--- config.mk ---
export PLATFORM = sky130hd
export DESIGN_NAME = resp_command_frame_parser
export DESIGN_NICKNAME = d
export VERILOG_FILES = /design/src/rtl/rcfp_pkg.sv /design/src/rtl/rcfp_front.sv /design/src/rtl/rcfp_queue.sv /design/src/rtl/resp_command_frame_parser.sv
export SDC_FILE = /design/constraint.sdc
export NUM_CORES = 2
export LEC_CHECK = 0
export ABC_AREA = 1
export ABC_CLOCK_PERIOD_IN_PS = 4400
export BUFFER_PORTS_ARGS = -buffer_cell sky130_fd_sc_hd__buf_2
export CORE_MARGIN = 3
export CORE_UTILIZATION = 35
export DETAILED_ROUTE_END_ITERATION = 12
export SKIP_CTS_REPAIR_TIMING = 1
export SYNTH_ARGS = -nofsm -noshare
export SYNTH_HDL_FRONTEND = slang
export SYNTH_SLANG_ARGS = --single-unit
--- constraint.sdc ---
create_clock -name clk -period 4.4 [get_ports clk]
set_input_delay 0.44 -clock clk [delete_from_list [all_inputs] [get_ports clk]]
set_output_delay 0.44 -clock clk [all_outputs]
set_load 0.01 [all_outputs]
--- src/rtl/rcfp_pkg.sv ---
package rcfp_pkg;

    localparam int LEN_BITS_DEF   = 32;
    localparam int COUNT_BITS_DEF = 31;
    localparam int Q_DEPTH_LOG    = 2;

    typedef enum logic [3:0] {
        M_IDLE, M_ERROR, M_HDR, M_HDR_LF, M_ELEM, M_LEN, M_LEN_LF, M_BULK,
        M_BULK_CR, M_BULK_LF, M_SIMPLE, M_INT, M_NULL_CR, M_NULL_LF
    } mode_t;

    typedef enum logic [2:0] {
        K_PAYLOAD = 3'd0, K_STR_END = 3'd1, K_NULL = 3'd2, K_INT = 3'd3, K_ERROR = 3'd4
    } kind_t;

    typedef enum logic [2:0] {
        E_START = 3'd0, E_NUMBER = 3'd1, E_COUNT = 3'd2, E_LENGTH = 3'd3,
        E_TERM = 3'd4, E_NAME = 3'd5, E_ARGTYPE = 3'd6
    } err_t;

    localparam logic [7:0] CH_STAR  = 8'h2A;
    localparam logic [7:0] CH_DOLL  = 8'h24;
    localparam logic [7:0] CH_CR    = 8'h0D;
    localparam logic [7:0] CH_LF    = 8'h0A;
    localparam logic [7:0] CH_PLUS  = 8'h2B;
    localparam logic [7:0] CH_COLON = 8'h3A;
    localparam logic [7:0] CH_USCR  = 8'h5F;
    localparam logic [7:0] CH_MINUS = 8'h2D;
    localparam logic [7:0] CH_HASH  = 8'h23;
    localparam logic [7:0] CH_COMMA = 8'h2C;

    localparam logic [63:0] I64_MAX     = 64'h7FFF_FFFF_FFFF_FFFF;
    localparam logic [63:0] TWO63       = 64'h8000_0000_0000_0000;
    localparam logic [63:0] TENTH_LIMIT = 64'd922337203685477580;

    // one result word
    typedef struct packed {
        kind_t       kind;
        logic [7:0]  payload;
        logic [30:0] element_index;
        logic [63:0] int_value;
        err_t        error_code;
        logic        frame_done;
        logic        last;
    } res_t;

    // front to back: up to two result words caused by one byte
    typedef struct packed {
        logic [1:0] cnt;
        res_t       r0;
        res_t       r1;
    } pair_t;

endpackage

--- src/rtl/rcfp_front.sv ---
module rcfp_front #(
    parameter int LEN_BITS   = rcfp_pkg::LEN_BITS_DEF,
    parameter int COUNT_BITS = rcfp_pkg::COUNT_BITS_DEF
) (
    input  logic                 clk,
    input  logic                 rst_n,
    input  logic                 in_valid,
    input  logic [7:0]           data_byte,
    input  logic                 restart,
    output rcfp_pkg::pair_t      pair
);
    import rcfp_pkg::*;

    mode_t       mode_reg, mode_next;
    logic [30:0] left_reg, left_next;
    logic [30:0] pos_reg, pos_next;
    logic [LEN_BITS-1:0] bytes_reg, bytes_next;
    logic [63:0] acc_reg, acc_next;
    logic        neg_reg, neg_next;
    logic        seen_reg, seen_next;
    logic        stop_reg, stop_next;
    logic        ovf_reg, ovf_next;
    logic        hcr_reg, hcr_next;

    always_ff @(posedge clk or negedge rst_n)
    begin
        if (!rst_n)
        begin
            mode_reg  <= M_IDLE;
            left_reg  <= '0;
            pos_reg   <= '0;
            bytes_reg <= '0;
            acc_reg   <= '0;
            neg_reg   <= 1'b0;
            seen_reg  <= 1'b0;
            stop_reg  <= 1'b0;
            ovf_reg   <= 1'b0;
            hcr_reg   <= 1'b0;
        end
        else if (in_valid)
        begin
            mode_reg  <= mode_next;
            left_reg  <= left_next;
            pos_reg   <= pos_next;
            bytes_reg <= bytes_next;
            acc_reg   <= acc_next;
            neg_reg   <= neg_next;
            seen_reg  <= seen_next;
            stop_reg  <= stop_next;
            ovf_reg   <= ovf_next;
            hcr_reg   <= hcr_next;
        end
    end

    // effective state after optional restart
    mode_t       m;
    logic [30:0] left_e, pos_e;
    logic [63:0] acc_e;
    logic        neg_e, seen_e, stop_e, ovf_e, hcr_e;
    logic        is_digit;
    logic [3:0]  dval;
    logic [63:0] acc_x10;
    logic        acc_big;
    logic [LEN_BITS-1:0] bytes_dec;
    logic        last_elem;
    res_t        rr [2];
    logic [1:0]  n;

    assign dval     = data_byte[3:0];
    assign is_digit = (data_byte >= 8'h30) && (data_byte <= 8'h39);
    assign acc_x10  = (acc_e << 3) + (acc_e << 1) + {60'd0, dval};
    assign acc_big  = acc_e > TENTH_LIMIT;
    assign last_elem = left_e <= 31'd1;
    assign bytes_dec = bytes_reg - 1'b1;

    always_comb
    begin
        logic fin;
        kind_t fkind;
        logic [63:0] fival;
        logic err;
        err_t ecode;
        logic pay0;
        logic [7:0] pb0;
        logic pay1;
        logic content_c;

        m      = restart ? M_IDLE : mode_reg;
        left_e = restart ? '0 : left_reg;
        pos_e  = restart ? '0 : pos_reg;
        acc_e  = restart ? '0 : acc_reg;
        neg_e  = restart ? 1'b0 : neg_reg;
        seen_e = restart ? 1'b0 : seen_reg;
        stop_e = restart ? 1'b0 : stop_reg;
        ovf_e  = restart ? 1'b0 : ovf_reg;
        hcr_e  = restart ? 1'b0 : hcr_reg;

        mode_next  = m;
        left_next  = left_e;
        pos_next   = pos_e;
        bytes_next = restart ? '0 : bytes_reg;
        acc_next   = acc_e;
        neg_next   = neg_e;
        seen_next  = seen_e;
        stop_next  = stop_e;
        ovf_next   = ovf_e;
        hcr_next   = hcr_e;

        fin = 1'b0; fkind = K_STR_END; fival = '0;
        err = 1'b0; ecode = E_START;
        pay0 = 1'b0; pb0 = data_byte; pay1 = 1'b0;
        content_c = 1'b0;

        case (m)
            M_IDLE:
            begin
                pos_next = '0; left_next = '0;
                acc_next = '0; neg_next = 1'b0; seen_next = 1'b0;
                stop_next = 1'b0; ovf_next = 1'b0; hcr_next = 1'b0;
                if (data_byte == CH_STAR) mode_next = M_HDR;
                else begin err = 1'b1; ecode = E_START; end
            end
            M_HDR, M_LEN:
            begin
                if (is_digit)
                begin
                    if (acc_big || acc_x10 > I64_MAX) begin err = 1'b1; ecode = E_NUMBER; end
                    else begin acc_next = acc_x10; seen_next = 1'b1; end
                end
                else if (!seen_e)
                begin
                    if (data_byte == CH_MINUS && m == M_LEN && !neg_e) neg_next = 1'b1;
                    else begin err = 1'b1; ecode = E_NUMBER; end
                end
                else if (data_byte == CH_CR)
                    mode_next = (m == M_LEN) ? M_LEN_LF : M_HDR_LF;
                else begin err = 1'b1; ecode = E_NUMBER; end
            end
            M_HDR_LF:
            begin
                if (data_byte != CH_LF) begin err = 1'b1; ecode = E_TERM; end
                else if (acc_e == '0 || acc_e > 64'((64'd1 << COUNT_BITS) - 1))
                begin err = 1'b1; ecode = E_COUNT; end
                else
                begin
                    left_next = acc_e[30:0];
                    pos_next = '0;
                    acc_next = '0; neg_next = 1'b0; seen_next = 1'b0;
                    stop_next = 1'b0; ovf_next = 1'b0; hcr_next = 1'b0;
                    mode_next = M_ELEM;
                end
            end
            M_ELEM:
            begin
                acc_next = '0; neg_next = 1'b0; seen_next = 1'b0;
                stop_next = 1'b0; ovf_next = 1'b0; hcr_next = 1'b0;
                if (data_byte == CH_DOLL) mode_next = M_LEN;
                else if (pos_e == '0) begin err = 1'b1; ecode = E_NAME; end
                else
                begin
                    case (data_byte)
                        CH_PLUS:  mode_next = M_SIMPLE;
                        CH_COLON: mode_next = M_INT;
                        CH_USCR:  mode_next = M_NULL_CR;
                        CH_MINUS, CH_HASH, CH_COMMA, CH_STAR:
                            begin err = 1'b1; ecode = E_ARGTYPE; end
                        default: begin err = 1'b1; ecode = E_START; end
                    endcase
                end
            end
            M_LEN_LF:
            begin
                if (data_byte != CH_LF) begin err = 1'b1; ecode = E_TERM; end
                else if (neg_e && acc_e == 64'd1)
                begin
                    if (pos_e == '0) begin err = 1'b1; ecode = E_NAME; end
                    else begin fin = 1'b1; fkind = K_NULL; end
                end
                else if ((neg_e && acc_e != '0) ||
                         acc_e > 64'((65'd1 << LEN_BITS) - 1))
                begin err = 1'b1; ecode = E_LENGTH; end
                else
                begin
                    bytes_next = acc_e[LEN_BITS-1:0];
                    mode_next = (acc_e == '0) ? M_BULK_CR : M_BULK;
                end
            end
            M_BULK:
            begin
                pay0 = 1'b1;
                bytes_next = bytes_dec;
                if (bytes_dec == '0) mode_next = M_BULK_CR;
            end
            M_BULK_CR:
                if (data_byte == CH_CR) mode_next = M_BULK_LF;
                else begin err = 1'b1; ecode = E_TERM; end
            M_BULK_LF:
                if (data_byte == CH_LF) begin fin = 1'b1; fkind = K_STR_END; end
                else begin err = 1'b1; ecode = E_TERM; end
            M_NULL_CR:
                if (data_byte == CH_CR) mode_next = M_NULL_LF;
                else begin err = 1'b1; ecode = E_TERM; end
            M_NULL_LF:
                if (data_byte == CH_LF) begin fin = 1'b1; fkind = K_NULL; end
                else begin err = 1'b1; ecode = E_TERM; end
            M_SIMPLE:
            begin
                if (hcr_e)
                begin
                    if (data_byte == CH_LF)
                    begin
                        hcr_next = 1'b0; fin = 1'b1; fkind = K_STR_END;
                    end
                    else
                    begin
                        pay0 = 1'b1; pb0 = CH_CR;
                        if (data_byte != CH_CR) begin hcr_next = 1'b0; pay1 = 1'b1; end
                    end
                end
                else if (data_byte == CH_CR) hcr_next = 1'b1;
                else pay0 = 1'b1;
            end
            M_INT:
            begin
                if (hcr_e && data_byte == CH_LF)
                begin
                    hcr_next = 1'b0;
                    if (!seen_e || ovf_e || (!neg_e && acc_e > I64_MAX))
                    begin err = 1'b1; ecode = E_NUMBER; end
                    else
                    begin
                        fin = 1'b1; fkind = K_INT;
                        fival = neg_e ? (64'd0 - acc_e) : acc_e;
                    end
                end
                else if (hcr_e)
                begin
                    // held CR is line content and stops the digits
                    stop_next = 1'b1;
                    if (data_byte != CH_CR) hcr_next = 1'b0;
                end
                else if (data_byte == CH_CR) hcr_next = 1'b1;
                else content_c = 1'b1;
            end
            default: ;
        endcase

        if (content_c && !stop_e)
        begin
            if (is_digit)
            begin
                seen_next = 1'b1;
                if (!ovf_e)
                begin
                    if (acc_big || acc_x10 > TWO63) ovf_next = 1'b1;
                    else acc_next = acc_x10;
                end
            end
            else if (data_byte == CH_MINUS && !seen_e && !neg_e) neg_next = 1'b1;
            else stop_next = 1'b1;
        end

        if (fin)
        begin
            pos_next  = pos_e + 31'd1;
            left_next = last_elem ? '0 : left_e - 31'd1;
            mode_next = last_elem ? M_IDLE : M_ELEM;
            acc_next = '0; neg_next = 1'b0; seen_next = 1'b0;
            stop_next = 1'b0; ovf_next = 1'b0; hcr_next = 1'b0;
        end
        if (err) mode_next = M_ERROR;

        rr[0] = '0; rr[1] = '0;
        // idle clears the position before anything is reported
        rr[0].element_index = (m == M_IDLE) ? 31'd0 : pos_e;
        rr[1].element_index = (m == M_IDLE) ? 31'd0 : pos_e;
        n = 2'd0;
        if (err)
        begin
            rr[0].kind = K_ERROR; rr[0].error_code = ecode; n = 2'd1;
        end
        else if (fin)
        begin
            rr[0].kind = fkind; rr[0].int_value = fival;
            rr[0].frame_done = last_elem; n = 2'd1;
        end
        else if (pay0)
        begin
            rr[0].kind = K_PAYLOAD; rr[0].payload = pb0; n = 2'd1;
            if (pay1)
            begin
                rr[1].kind = K_PAYLOAD; rr[1].payload = data_byte; n = 2'd2;
            end
        end
        rr[0].last = (n == 2'd1);
        rr[1].last = 1'b1;

        pair.cnt = in_valid ? n : 2'd0;
        pair.r0  = rr[0];
        pair.r1  = rr[1];
    end

    property p_err_single;
        @(posedge clk) disable iff (!rst_n)
        (pair.cnt != 2'd0 && pair.r0.kind == K_ERROR) |-> pair.cnt == 2'd1;
    endproperty
    a_err_single: assert property (p_err_single) else $error("error word not alone");

    property p_err_sticky;
        @(posedge clk) disable iff (!rst_n)
        (in_valid && !restart && mode_reg == M_ERROR) |-> pair.cnt == 2'd0;
    endproperty
    a_err_sticky: assert property (p_err_sticky) else $error("output while in error");

    property p_pair_payload;
        @(posedge clk) disable iff (!rst_n)
        (pair.cnt == 2'd2) |-> (pair.r0.kind == K_PAYLOAD && pair.r1.kind == K_PAYLOAD);
    endproperty
    a_pair_payload: assert property (p_pair_payload) else $error("bad double word");

endmodule

--- src/rtl/rcfp_queue.sv ---
module rcfp_queue #(
    parameter int DEPTH_LOG = rcfp_pkg::Q_DEPTH_LOG
) (
    input  logic              clk,
    input  logic              rst_n,
    input  rcfp_pkg::pair_t   pair,
    output logic              full,
    output logic              empty,
    input  logic              pop,
    output rcfp_pkg::res_t    head
);
    import rcfp_pkg::*;

    localparam int DEPTH = 1 << DEPTH_LOG;

    res_t mem [DEPTH];
    logic [DEPTH_LOG-1:0] wr_reg, rd_reg;
    logic [DEPTH_LOG:0]   cnt_reg, cnt_next;
    logic do_pop;

    assign empty  = (cnt_reg == '0);
    assign do_pop = pop && !empty;
    // room for two words guaranteed before taking a byte
    assign full   = cnt_reg > (DEPTH_LOG + 1)'(DEPTH - 2);
    assign head   = mem[rd_reg];
    assign cnt_next = cnt_reg + (DEPTH_LOG + 1)'(pair.cnt) - (DEPTH_LOG + 1)'(do_pop);

    always_ff @(posedge clk)
    begin
        if (pair.cnt != 2'd0) mem[wr_reg] <= pair.r0;
        if (pair.cnt == 2'd2) mem[wr_reg + 1'b1] <= pair.r1;
    end

    always_ff @(posedge clk or negedge rst_n)
    begin
        if (!rst_n)
        begin
            wr_reg  <= '0;
            rd_reg  <= '0;
            cnt_reg <= '0;
        end
        else
        begin
            wr_reg  <= wr_reg + DEPTH_LOG'(pair.cnt);
            rd_reg  <= rd_reg + DEPTH_LOG'(do_pop);
            cnt_reg <= cnt_next;
        end
    end

    a_no_over: assert property (@(posedge clk) disable iff (!rst_n)
        cnt_reg <= (DEPTH_LOG + 1)'(DEPTH)) else $error("queue overflow");
    a_no_push_full: assert property (@(posedge clk) disable iff (!rst_n)
        full |-> pair.cnt == 2'd0) else $error("write while full");
    a_cnt_track: assert property (@(posedge clk) disable iff (!rst_n)
        (pair.cnt == 2'd0 && !do_pop) |=> $stable(cnt_reg)) else $error("count drift");

endmodule

--- src/rtl/resp_command_frame_parser.sv ---
// RESP command frame parser.
// Input side is a queue: drive data_byte/restart with push; a word is taken on
// a clock edge with push high and full low. One stream byte per word.
// Output side is a queue: while empty is low the oldest result word is on
// kind/payload/element_index/int_value/error_code/frame_done/last, and pop
// with empty low takes it.
// A byte yields zero, one or two result words; last marks the final word of
// a byte. A byte's words enter the queue on the edge that takes it and are
// visible right after that edge. Throughput is one byte per cycle while
// bytes yield at most one word each and pop keeps pace; a byte with two
// words needs two pops, so such bytes slow the input to the reader's pace.
// full rises while three or more of the four queue words wait.
// When pop is held low the queue fills and full rises, stalling the sender
// with no data lost.
// Reset (rst_n low, asynchronous) empties the queue and returns the parser
// to waiting for a '*' header. After an error word the parser gives nothing
// until a byte with restart set.
module resp_command_frame_parser #(
    parameter int LEN_BITS   = rcfp_pkg::LEN_BITS_DEF,
    parameter int COUNT_BITS = rcfp_pkg::COUNT_BITS_DEF
) (
    input  logic        clk,
    input  logic        rst_n,
    input  logic        push,
    output logic        full,
    input  logic [7:0]  data_byte,
    input  logic        restart,
    output logic        empty,
    input  logic        pop,
    output logic [2:0]  kind,
    output logic [7:0]  payload,
    output logic [30:0] element_index,
    output logic signed [63:0] int_value,
    output logic [2:0]  error_code,
    output logic        frame_done,
    output logic        last
);
    import rcfp_pkg::*;

    pair_t pair;
    res_t  head;
    logic  take;

    assign take = push && !full;

    rcfp_front #(.LEN_BITS(LEN_BITS), .COUNT_BITS(COUNT_BITS)) u_front (
        .clk(clk), .rst_n(rst_n), .in_valid(take),
        .data_byte(data_byte), .restart(restart), .pair(pair)
    );

    rcfp_queue #(.DEPTH_LOG(Q_DEPTH_LOG)) u_queue (
        .clk(clk), .rst_n(rst_n), .pair(pair), .full(full),
        .empty(empty), .pop(pop), .head(head)
    );

    assign kind          = head.kind;
    assign payload       = head.payload;
    assign element_index = head.element_index;
    assign int_value     = head.int_value;
    assign error_code    = head.error_code;
    assign frame_done    = head.frame_done;
    assign last          = head.last;

endmodule

==> reports/metrics.cfg <==
[logic_synthesis]
ys_warn_count = 0
synth_seq_cells = 618
synth_edf_count = 156
postSynthAreaPerCell_sq_um = 6.37
syn-num-nets = 7139
async_flop_share = 0.282
ys_seq_area_frac = 0.332
ys.flop_type = dfxtp_1
syn_area_sq_um = 44600
ys_types = 61
syn_inst = 6990

[timing]
fin_crit_sh = 0.959
period_needed_ns = 4.22
hold_violations = 0
max_freq_mhz = 237
slew-limit-headroom = -0.0138
worst_pin_slew_ns = 1.50
holdWs_ns = 0.369
finalSetupViolCount = 0
finClkSkew_ns = 0.0283
slew_viol_final = 5

[run]
max_cap_violations = 1

[floorplan]
die_area_sq_um = 132000
initial_core_util = 0.353
core-area_sq_um = 126000
fp.dieW_um = 363
rows = 130
ios = 126
die_h_um = 363

[clocking]
numCtsBuffers = 69
cts_tree = built
clk_root_buffer_cell = clkbuf_16
clk_latency_ns = 0.64
clock_path_buffers = 3
htree_num_levels = 3
clock_sinks = 618
clk_pin_slew_ns = 0.06

[detailed_routing]
drt-pass1-iter-count = 7
first_iter_violations = 5308
wl_per_cell_um = 19.4
via_count = 49200
remaining_drc_errors = 0
routed_wl_mm = 177
detail_route.vias_per_cell = 5.40
ant_nets = 0

[worst_setup_path]
crit_arrival_ns = 4.73
path_class = in -> reg
critPathCaptureType = flop
critPathMaxFanout = 47
crit_path_start_kind = primary input
cp_data_required_time_ns = 4.91

[global_routing]
grt_pass1_wl_mm = 270
grt_antenna_before_repair = 3
grt_overflow = 0
grt-busiest-layer = met2
use_met3 = 0.0400
met1_usage = 0.368
met2_usage = 0.398
grtUsageTotal = 0.259
grt_pass1_vias = 45100
grt_start_max_net_pins = 220

[finish]
layout_common_cells = nand2_1, nor2_1, inv_1, a21oi_1, buf_4
drive_gt1_frac = 0.133
largest_reg_flops = 444
area_delta_synth_final_pct = 19.7
finish.utilization = 0.423
layout_commonest_cell = nand2_1
layout.nets = 7543

[place]
dp_hpwl_mm = 126
globalplace.congestion = 0.988
port_buffers = 125

[power]
vdd_drop_max_v = 0.000647
leakagePower_uw = 0.0263
design_power_total_uw = 30700
p_per_area_nw_per_um2 = 576

[outcome]
violations = capacitance limit, slew limit
status = finished, violations left

[min_path]
hp-class = in -> reg

metrics by stage:
stage | cell area (sq um) | cells | TNS [ns] | setup slack, ns
after floorplan | 44600 | 6990 | 0 | 0.0214
after global placement | 50800 | 8971 | -271.70 | -0.575
after detailed placement | 50800 | 8971 | -307.47 | -0.592
after CTS | 53200 | 9097 | -21.66 | -0.178
after global routing | 53300 | 9099 | -0.0216 | -0.00749
final | 53300 | 9101 | 0 | 0.180
worst max-delay path, stage by stage:
cell     delay [ns]
buf_4          0.27
inv_4          0.16
buf_12         0.19
buf_4          0.16
nand2_1        0.07
inv_1          0.11
ha_1           0.31
ha_1           0.38
buf_4          0.15
nand2_1        0.10
nor2_1         0.18
nand2_1        0.12
nor4_1         0.33
buf_4          0.19
nand3_1        0.16
nand3_1        0.16
nand2_1        0.10
nor2_1         0.11
nand2_1        0.06
nor2_1         0.13
nand3_2        0.12
nand2_2        0.12
nand2_4        0.09
buf_12         0.19
nand2_1        0.08
nand2_1        0.05
nand3_1        0.06
nand2_1        0.07
cells by family after synthesis:
family / after synthesis / synth area share
AOI/OAI and AO/OA: 1437 / 0.178
xor gates and xnor gates: 92 / 0.0181
adders and majority gates: 136 / 0.0385
buffers and inverters: 1200 / 0.108
DFF: 618 / 0.332
and+or+nand+nor: 3507 / 0.325
routing by layer:
layer,vias up,wire length [um]
met1,23000,78500
met3,309,15500
met2,2152,76400
met5,-,26
met4,4,6190
li1,23800,-
area by class of cell:
| cell class | instances | area (sq um) |
|---|---|---|
| clock inverters | 23 | 304 |
| fillers | 13300 | 72700 |
| inverters | 803 | 3030 |
| multi-input cells | 5172 | 25200 |
| diodes | 2 | 5.00 |
| flip-flops and latches | 618 | 14800 |
| repair buffers | 730 | 5790 |
| well taps | 1650 | 2060 |
| clock buffers | 103 | 2100 |
worst paths after layout:
path / startpoint / end / slack, ns / cells past startpoint
worst max-delay path: restart / u_front.acc_reg[42] / 0.18 / 28
worst min-delay path: pop / u_queue.rd_reg[0] / 0.37 / 4
min in group asynchronous: rst_n / u_front.pos_reg[23] / 0.38 / 2
worst min register to register: u_queue.mem[3][2] / u_queue.mem[3][2] / 0.46 / 2
worst max register to register: u_front.acc_reg[52] / u_front.acc_reg[42] / 0.22 / 25
max in group asynchronous: rst_n / u_front.acc_reg[55] / 2.85 / 3
cell usage after synthesis, types with 88 or more instances:
| master | count | share of area |
|---|---|---|
| inv_1 | 772 | 0.065 |
| edfxtp_1 | 156 | 0.11 |
| dfxtp_1 | 288 | 0.13 |
| clkbuf_1 | 245 | 0.021 |
| o21ai_0 | 511 | 0.057 |
| o22ai_1 | 175 | 0.025 |
| nor3_1 | 88 | 0.0099 |
| a21oi_1 | 566 | 0.064 |
| nand2_1 | 1709 | 0.14 |
| nor2_1 | 1012 | 0.085 |
| dfrtp_1 | 174 | 0.098 |
| nand3_1 | 516 | 0.058 |
| ha_1 | 134 | 0.038 |
power by group:
group | switching, uW | total [uW] | internal (uW)
Combinational | 10400 | 15600 | 5140
Sequential | 1070 | 8870 | 7800
Clock | 2610 | 6250 | 3640
Total | 14100 | 30700 | 16600
(Power assumes the default switching activity.)
